**config.mk**
```make
export PLATFORM = sky130hd
export DESIGN_NAME = bounded_list_deque_top
export DESIGN_NICKNAME = d
export VERILOG_FILES = /design/src/hw/rtl/bld_pkg.sv /design/src/hw/rtl/bld_ctrl.sv /design/src/hw/rtl/bld_datapath.sv /design/src/hw/rtl/bounded_list_deque_top.sv
export SDC_FILE = /design/constraint.sdc
export NUM_CORES = 2
export LEC_CHECK = 0
export ABC_AREA = 0
export ABC_CLOCK_PERIOD_IN_PS = 13300
export BUFFER_PORTS_ARGS = -buffer_cell sky130_fd_sc_hd__buf_2
export CORE_MARGIN = 1
export CORE_UTILIZATION = 38
export CTS_CLUSTER_SIZE = 8
export DETAILED_ROUTE_END_ITERATION = 6
export GPL_TIMING_DRIVEN = 1
export PLACE_DENSITY_LB_ADDON = 0.2
export SKIP_CTS_REPAIR_TIMING = 1
export SYNTH_ARGS = -nofsm -noshare
export SYNTH_HDL_FRONTEND = slang
export SYNTH_SLANG_ARGS = --single-unit
```
**constraint.sdc**
```tcl
create_clock -name clk -period 13.3 [get_ports clk]
set_clock_uncertainty 0.2 [all_clocks]
set_input_delay 0.665 -clock clk [delete_from_list [all_inputs] [get_ports clk]]
set_output_delay 0.665 -clock clk [all_outputs]
set_load 0.01 [all_outputs]
```
**src/hw/rtl/bld_pkg.sv**
```systemverilog
// Shared types and codes for the bounded list deque.
// No dependencies.
package bld_pkg;

  localparam int CMD_W    = 3;
  localparam int VALUE_W  = 32;
  localparam int POS_W    = 6;
  localparam int STATUS_W = 2;
  localparam int COUNT_W  = 7;

  localparam logic [CMD_W-1:0] CMD_APPEND  = 3'd0;
  localparam logic [CMD_W-1:0] CMD_PREPEND = 3'd1;
  localparam logic [CMD_W-1:0] CMD_READ    = 3'd2;
  localparam logic [CMD_W-1:0] CMD_ERASE   = 3'd3;
  localparam logic [CMD_W-1:0] CMD_CLEAR   = 3'd4;

  localparam logic [STATUS_W-1:0] ST_OK    = 2'd0;
  localparam logic [STATUS_W-1:0] ST_RANGE = 2'd1;
  localparam logic [STATUS_W-1:0] ST_FULL  = 2'd2;

  localparam logic [2:0] RD_SHIFT_FIRST = 3'd0;
  localparam logic [2:0] RD_SHIFT_NEXT  = 3'd1;
  localparam logic [2:0] RD_FRONT       = 3'd2;
  localparam logic [2:0] RD_BACK        = 3'd3;
  localparam logic [2:0] RD_POS         = 3'd4;

  typedef struct packed {
    logic       load;
    logic       apply;
    logic       move;
    logic       rd_en;
    logic [2:0] rd_sel;
    logic       cap_front;
    logic       cap_back;
    logic       publish;
  } ctl_cmd_t;

  typedef struct packed {
    logic shift_req;
    logic shift_more;
    logic out_free;
  } ctl_stat_t;

endpackage

```
**src/hw/rtl/bld_ctrl.sv**
```systemverilog
// Command sequencer for the bounded list deque.
// Depends on bld_pkg; drives the datapath through ctl_cmd_t.
module bld_ctrl
  import bld_pkg::*;
(
  input  logic      clk,
  input  logic      rst,
  input  logic      in_valid,
  output logic      in_stall,
  input  ctl_stat_t stat,
  output ctl_cmd_t  ctl
);

  localparam logic [2:0] S_IDLE     = 3'd0;
  localparam logic [2:0] S_APPLY    = 3'd1;
  localparam logic [2:0] S_SH_START = 3'd2;
  localparam logic [2:0] S_SH_MOVE  = 3'd3;
  localparam logic [2:0] S_RD_FRONT = 3'd4;
  localparam logic [2:0] S_RD_BACK  = 3'd5;
  localparam logic [2:0] S_RD_POS   = 3'd6;
  localparam logic [2:0] S_PUBLISH  = 3'd7;

  logic [2:0] state;
  logic [2:0] state_next;

  assign in_stall = rst || (state != S_IDLE);

  always_comb begin
    state_next = state;
    ctl        = '0;
    unique case (state)
      S_IDLE: begin
        if (in_valid) begin
          ctl.load   = 1'b1;
          state_next = S_APPLY;
        end
      end
      S_APPLY: begin
        ctl.apply  = 1'b1;
        state_next = stat.shift_req ? S_SH_START : S_RD_FRONT;
      end
      S_SH_START: begin
        ctl.rd_en  = 1'b1;
        ctl.rd_sel = RD_SHIFT_FIRST;
        state_next = S_SH_MOVE;
      end
      S_SH_MOVE: begin
        ctl.move = 1'b1;
        if (stat.shift_more) begin
          ctl.rd_en  = 1'b1;
          ctl.rd_sel = RD_SHIFT_NEXT;
        end else begin
          state_next = S_RD_FRONT;
        end
      end
      S_RD_FRONT: begin
        ctl.rd_en  = 1'b1;
        ctl.rd_sel = RD_FRONT;
        state_next = S_RD_BACK;
      end
      S_RD_BACK: begin
        ctl.cap_front = 1'b1;
        ctl.rd_en     = 1'b1;
        ctl.rd_sel    = RD_BACK;
        state_next    = S_RD_POS;
      end
      S_RD_POS: begin
        ctl.cap_back = 1'b1;
        ctl.rd_en    = 1'b1;
        ctl.rd_sel   = RD_POS;
        state_next   = S_PUBLISH;
      end
      S_PUBLISH: begin
        if (stat.out_free) begin
          ctl.publish = 1'b1;
          state_next  = S_IDLE;
        end
      end
      default: state_next = S_IDLE;
    endcase
  end

  always_ff @(posedge clk) begin
    if (rst) begin
      state <= S_IDLE;
    end else begin
      state <= state_next;
    end
  end

endmodule

```
**src/hw/rtl/bld_datapath.sv**
```systemverilog
// Entry memory, list pointers and result register of the bounded list deque.
// Depends on bld_pkg; steered by bld_ctrl.
module bld_datapath
  import bld_pkg::*;
#(
  parameter int CAPACITY  = 64,
  parameter int WORD_BITS = 32
) (
  input  logic                       clk,
  input  logic                       rst,
  input  ctl_cmd_t                   ctl,
  output ctl_stat_t                  stat,
  input  logic        [CMD_W-1:0]    command,
  input  logic signed [VALUE_W-1:0]  value_in,
  input  logic        [POS_W-1:0]    position,
  output logic                       out_valid,
  input  logic                       out_stall,
  output logic        [STATUS_W-1:0] status,
  output logic signed [VALUE_W-1:0]  read_value,
  output logic signed [VALUE_W-1:0]  front_value,
  output logic signed [VALUE_W-1:0]  back_value,
  output logic        [COUNT_W-1:0]  entry_count,
  output logic                       is_empty
);

  localparam int IW = (CAPACITY > 1) ? $clog2(CAPACITY) : 1;
  localparam int CW = $clog2(CAPACITY + 1);
  localparam int PW = (CW > POS_W) ? CW : POS_W;

  logic signed [WORD_BITS-1:0] mem [CAPACITY];
  logic signed [WORD_BITS-1:0] rdata;

  logic        [CMD_W-1:0]     cmd_q;
  logic signed [WORD_BITS-1:0] val_q;
  logic        [POS_W-1:0]     pos_q;
  logic        [IW-1:0]        start;
  logic        [CW-1:0]        count;
  logic        [IW-1:0]        idx;
  logic                        rd_ok;
  logic        [STATUS_W-1:0]  status_q;
  logic signed [VALUE_W-1:0]   front_q;
  logic signed [VALUE_W-1:0]   back_q;

  logic                 full;
  logic                 pos_lt;
  logic                 pos_p1_lt;
  logic [IW-1:0]        pos_off;
  logic [IW-1:0]        back_off;
  logic [IW-1:0]        start_dec;
  logic [IW-1:0]        idx_p1;
  logic [IW-1:0]        idx_p2;
  logic [IW-1:0]        rd_addr;
  logic [IW-1:0]        wr_addr;
  logic                 wr_en;
  logic [WORD_BITS-1:0] wr_data;
  logic [STATUS_W-1:0]  status_next;

  function automatic logic [IW-1:0] slot(input logic [IW-1:0] base, input logic [IW-1:0] off);
    logic [IW:0] sum;
    sum = {1'b0, base} + {1'b0, off};
    if (sum >= (IW+1)'(CAPACITY)) begin
      sum = sum - (IW+1)'(CAPACITY);
    end
    return sum[IW-1:0];
  endfunction

  assign full      = (count == CW'(CAPACITY));
  assign pos_lt    = (PW'(pos_q) < PW'(count));
  assign pos_p1_lt = (({1'b0, PW'(pos_q)} + (PW+1)'(1)) < {1'b0, PW'(count)});
  assign pos_off   = IW'(pos_q);
  assign back_off  = IW'(count - CW'(1));
  assign start_dec = (start == '0) ? IW'(CAPACITY - 1) : start - IW'(1);
  assign idx_p1    = idx + IW'(1);
  assign idx_p2    = idx + IW'(2);

  assign stat.shift_req  = (cmd_q == CMD_ERASE) && (count > CW'(1)) &&
                           (pos_q != '0) && pos_p1_lt;
  assign stat.shift_more = ((CW+1)'(idx) + (CW+1)'(1)) < (CW+1)'(count);
  assign stat.out_free   = !out_valid || !out_stall;

  always_comb begin
    unique case (ctl.rd_sel)
      RD_SHIFT_FIRST: rd_addr = slot(start, idx_p1);
      RD_SHIFT_NEXT:  rd_addr = slot(start, idx_p2);
      RD_FRONT:       rd_addr = start;
      RD_BACK:        rd_addr = slot(start, back_off);
      RD_POS:         rd_addr = slot(start, pos_off);
      default:        rd_addr = start;
    endcase
  end

  always_comb begin
    wr_en   = 1'b0;
    wr_addr = slot(start, idx);
    wr_data = rdata;
    if (ctl.move) begin
      wr_en = 1'b1;
    end else if (ctl.apply && !full) begin
      wr_data = val_q;
      if (cmd_q == CMD_APPEND) begin
        wr_en   = 1'b1;
        wr_addr = slot(start, IW'(count));
      end else if (cmd_q == CMD_PREPEND) begin
        wr_en   = 1'b1;
        wr_addr = start_dec;
      end
    end
  end

  always_comb begin
    case (cmd_q)
      CMD_APPEND, CMD_PREPEND: status_next = full ? ST_FULL : ST_OK;
      CMD_READ:                status_next = pos_lt ? ST_OK : ST_RANGE;
      CMD_ERASE: begin
        if (count <= CW'(1)) begin
          status_next = ST_OK;
        end else begin
          status_next = pos_lt ? ST_OK : ST_RANGE;
        end
      end
      default:                 status_next = ST_OK;
    endcase
  end

  always_ff @(posedge clk) begin
    if (wr_en) begin
      mem[wr_addr] <= wr_data;
    end
    if (ctl.rd_en) begin
      rdata <= mem[rd_addr];
    end
  end

  always_ff @(posedge clk) begin
    if (rst) begin
      start     <= '0;
      count     <= '0;
      out_valid <= 1'b0;
    end else begin
      if (ctl.apply) begin
        case (cmd_q)
          CMD_APPEND: begin
            if (!full) begin
              count <= count + CW'(1);
            end
          end
          CMD_PREPEND: begin
            if (!full) begin
              start <= start_dec;
              count <= count + CW'(1);
            end
          end
          CMD_ERASE: begin
            if (count <= CW'(1)) begin
              count <= '0;
              start <= '0;
            end else if (pos_lt) begin
              if (pos_q == '0) begin
                start <= slot(start, IW'(1));
              end
              count <= count - CW'(1);
            end
          end
          CMD_CLEAR: begin
            count <= '0;
            start <= '0;
          end
          default: ;
        endcase
      end
      if (ctl.publish) begin
        out_valid <= 1'b1;
      end else if (!out_stall) begin
        out_valid <= 1'b0;
      end
    end
  end

  always_ff @(posedge clk) begin
    if (ctl.load) begin
      cmd_q <= command;
      val_q <= WORD_BITS'(value_in);
      pos_q <= position;
    end
    if (ctl.apply) begin
      status_q <= status_next;
      rd_ok    <= (cmd_q == CMD_READ) && pos_lt;
      idx      <= pos_off;
    end
    if (ctl.move) begin
      idx <= idx_p1;
    end
    if (ctl.cap_front) begin
      front_q <= VALUE_W'(rdata);
    end
    if (ctl.cap_back) begin
      back_q <= VALUE_W'(rdata);
    end
    if (ctl.publish) begin
      status      <= status_q;
      read_value  <= rd_ok ? VALUE_W'(rdata) : '0;
      front_value <= (count == '0) ? '0 : front_q;
      back_value  <= (count == '0) ? '0 : back_q;
      entry_count <= COUNT_W'(count);
      is_empty    <= (count == '0);
    end
  end

endmodule

```
**src/hw/rtl/bounded_list_deque_top.sv**
```systemverilog
// Bounded deque of signed words with positional read and erase: top level.
// Depends on bld_pkg, bld_ctrl and bld_datapath.
//
// The block works on one command at a time. in_stall is high during reset and
// from the beat that is accepted until its result is loaded into the output
// register; the result then waits there while the next command is taken. A
// command passes through the apply state, the front, back and positional reads
// and the publish state before the next accept, and waits longer while the
// previous result still waits in a stalled output register; an erase inside the
// list also closes up every entry behind the erased position, one move per
// cycle through the entry memory's single read port, which also serves the
// front, back and positional reads one after another. The entry memory needs
// no clearing pass after reset: only entries written since then reach the outputs.
module bounded_list_deque_top
  import bld_pkg::*;
#(
  parameter int CAPACITY  = 64,
  parameter int WORD_BITS = 32
) (
  input  logic                       clk,
  input  logic                       rst,
  input  logic                       in_valid,
  output logic                       in_stall,
  input  logic        [CMD_W-1:0]    command,
  input  logic signed [VALUE_W-1:0]  value_in,
  input  logic        [POS_W-1:0]    position,
  output logic                       out_valid,
  input  logic                       out_stall,
  output logic        [STATUS_W-1:0] status,
  output logic signed [VALUE_W-1:0]  read_value,
  output logic signed [VALUE_W-1:0]  front_value,
  output logic signed [VALUE_W-1:0]  back_value,
  output logic        [COUNT_W-1:0]  entry_count,
  output logic                       is_empty
);

  ctl_cmd_t  ctl;
  ctl_stat_t stat;

  bld_ctrl u_ctrl (
    .clk      (clk),
    .rst      (rst),
    .in_valid (in_valid),
    .in_stall (in_stall),
    .stat     (stat),
    .ctl      (ctl)
  );

  bld_datapath #(
    .CAPACITY  (CAPACITY),
    .WORD_BITS (WORD_BITS)
  ) u_datapath (
    .clk         (clk),
    .rst         (rst),
    .ctl         (ctl),
    .stat        (stat),
    .command     (command),
    .value_in    (value_in),
    .position    (position),
    .out_valid   (out_valid),
    .out_stall   (out_stall),
    .status      (status),
    .read_value  (read_value),
    .front_value (front_value),
    .back_value  (back_value),
    .entry_count (entry_count),
    .is_empty    (is_empty)
  );

endmodule

```
==> reports/summary.txt <==
CTS tree -> built
Std-Cell Rows -> 179
setup TNS -> 0 ps
first-pass GRT wire length -> 385000 um
violated checks -> design-rule violations
CTS sink count -> 2317
Inst Count DP -> 9164
layout cells sized above 1 -> 12.7%
critical-path maximum fanout -> 141
IO buf count -> 152
# DRC -> 2
Clock Path Buffers -> 4
Final Setup Violations -> 0
vias in the first global route -> 52000
Critical Path RT -> 13800 ps
Achievable Freq -> 136 MHz
mapped cell area -> 90700 um^2
maximum vdd drop -> 112 uV
Seq cells post-synth -> 2317
classification of the worst setup path -> flip-flop to flip-flop
Routability Congestion -> 0.834
Primary FF master, synth -> edfxtp_1
area occupied by registers -> 69400 um^2
Async SR Flop Fraction -> 0%
status -> finished with violations
Vias/cell -> 5.66
Post-DP Area -> 95700 um^2
CTS Root Buffer Type -> clkbuf_16
Least-Margin Pin Slew -> 1340 ps
total CTS buffers -> 340
Initial Utilization -> 38.2%
register area share after synthesis -> 76.5%
Static Leak -> 35.4 nW
mean area per synthesized cell -> 14.9 um^2
Post-Syn Instances -> 6079
die height -> 491 um
routed vias -> 54200
Die X -> 491 um
WP data arrival -> 7850 ps
post-route ant nets -> 0
initial antenna violation count -> 14
Multi-input gate area -> 20300 um^2
P&R area growth vs syn -> 15.7%
crit start category -> flip-flop
total power -> 20.3 mW
H-Tree Depth -> 5
detailed-router iteration count before antenna repair -> 7
EDFF count, synth -> 2300
fin area -> 105000 um^2
WL final -> 271000 um
IO Count -> 153
final number of hold-violating endpoints -> 0
clock latency on the worst-skew pair -> 950 ps
largest net degree at the start of global routing -> 176
max cap viols -> 0
Final min period -> 7350 ps
min-delay worst type -> flip-flop to flip-flop
Mapped Nets -> 6169
Post-Layout Cell Count -> 9580
fillers -> 21000
crit end category -> flip-flop
Global Route Usage Sum -> 22.2%
Yosys Warn Count -> 0
Die Area -> 241000 um^2
Avg WL per Cell -> 28.3 um
number of distinct library cells after synthesis -> 71
Pwr Density -> 193 nW/um^2
Rel. slew slack -> 11.0%
Final Max Tran Viols -> 0
final core utilization -> 44.2%
post-DP HPWL -> 138000 um
RSZ-0062 raised after global routing -> false
First DRT Iteration DRCs -> 6258
fin nets -> 6474
overflow left after global routing -> 0
clock slew at reported path FFs -> 50 ps
Final Cycle Share -> 55.3%
core area -> 238000 um^2
power by group:
| group | switching, mW | total (mW) | leakage [nW] | internal [mW] |
|---|---|---|---|---|
| clock | 2.88 | 7.42 | 4.32 | 4.54 |
| sequential | 0.179 | 8.94 | 20.9 | 8.76 |
| combinational | 2.86 | 3.92 | 10.2 | 1.06 |
cell type report:
| class | instances | area share, % |
|---|---|---|
| clock inverters | 10 | 0.0918 |
| inverters | 23 | 0.0822 |
| repair buffers | 339 | 2.31 |
| clock buffers | 357 | 8.29 |
| multi-input cells | 3363 | 19.3 |
| flip-flops and latches | 2317 | 66.1 |
| well taps | 3167 | 3.77 |
| diodes | 4 | 0.00954 |
stage by stage:
step,setup slack [ps],hold WS (ps)
2_1_floorplan,6660,200
3_3_place_gp,6010,205
3_5_place_dp,5990,205
4_1_cts,6000,-369
5_1_grt,5560,211
6_report,5950,216
synth_stat cells, types with 5 or more instances:
| cell | count | area [um^2] |
|---|---|---|
| o21a_1 | 5 | 37.5 |
| mux2i_1 | 325 | 3250 |
| a221oi_1 | 65 | 569 |
| a22o_1 | 6 | 52.6 |
| xor2_1 | 7 | 61.3 |
| ha_1 | 42 | 526 |
| buf_2 | 83 | 415 |
| nor3_1 | 12 | 60.1 |
| buf_1 | 34 | 128 |
| o221ai_1 | 62 | 543 |
| nand4_1 | 130 | 813 |
| a21o_1 | 14 | 105 |
| a32o_1 | 64 | 641 |
| and2_1 | 99 | 619 |
| mux2_2 | 38 | 428 |
| a21oi_1 | 38 | 190 |
| a211oi_1 | 13 | 97.6 |
| nor2b_1 | 5 | 31.3 |
| inv_1 | 23 | 86.3 |
| edfxtp_1 | 2300 | 69100 |
| and3_1 | 7 | 43.8 |
| o21ai_0 | 24 | 120 |
| a32oi_1 | 194 | 1700 |
| nor2_1 | 95 | 357 |
| nand3_1 | 528 | 2640 |
| nand2_1 | 1467 | 5510 |
| xnor2_1 | 24 | 210 |
| clkbuf_1 | 250 | 938 |
| dfxtp_1 | 17 | 340 |
| mux2_4 | 29 | 435 |
cell usage in the layout, fill, tap and decap left out, types with 23 or more instances in the layout:
master            n
o21ai_0          24
mux2_4           29
nor2_1           29
buf_2           152
xnor2_1          24
a32o_1           63
mux2_2           37
and2_1           98
buf_4           130
ha_1             42
edfxtp_1       2300
a21oi_1          37
o221ai_1         62
dlygate4sd3_1    45
a32oi_1         194
nor2_4           66
clkbuf_16       346
a221oi_1         65
nand3_1         527
nand2_1        1466
nand4_1         130
mux2i_1         324
inv_1            23
worst max-delay path: stages, from the launching register on:
cell      delay [ps]
edfxtp_1         500
ha_1             300
nand4_1          120
xor2_1           240
inv_1             90
ha_1             290
a21o_1           160
a211oi_1         240
o21a_1           410
or3_1            200
nand2_1           80
ha_1             350
mux2i_4          380
buf_12           580
buf_12           570
buf_4            630
mux2i_1          250
a32o_1           140
a221oi_1          60
a32oi_1          290
o221ai_1         370
mux2_4           370
sequential cells by signal, indices dropped and copies added, names as in the netlist, 3 cells and up:
register and flops:
u_ctrl.state 3, u_datapath.back_q 32, u_datapath.back_value 32, u_datapath.cmd_q 3, u_datapath.count 7, u_datapath.entry_count 7
u_datapath.front_q 32, u_datapath.front_value 32, u_datapath.idx 6, u_datapath.mem 2048, u_datapath.pos_off 6, u_datapath.rdata 32
u_datapath.read_value 32, u_datapath.start 6, u_datapath.val_q 32
logic make-up after synthesis:
kind of cell    Yosys count  share of synthesized area (%)
simple gates           2369                           11.3
flops                  2317                           76.5
compound gates          525                           4.84
buf+inv                 399                           1.82
mux                     392                           4.54
fa+ha+maj                45                          0.645
xor+xnor                 32                          0.330
layer usage:
layer	routed length, um	GRT usage, %	vias to the layer above
met4	6090	6.05	12
met2	125000	34.3	2525
met5	205	0.417	-
met3	24800	5.25	402
li1	-	-	23600
met1	116000	31.1	27700
worst paths after layout:
kind                                              from                    to  slack, ps  depth (start not counted)
worst max-delay path                 u_datapath.idx[1]  u_datapath.rdata[16]       5950                         21
worst max register to register       u_datapath.idx[1]  u_datapath.rdata[16]       5950                         21
worst min register to register  u_datapath.status_q[1]  u_datapath.status[1]        220                          0
worst min-delay path            u_datapath.status_q[1]  u_datapath.status[1]        220                          0
No activity file was read; power rests on OpenSTA's default activity.
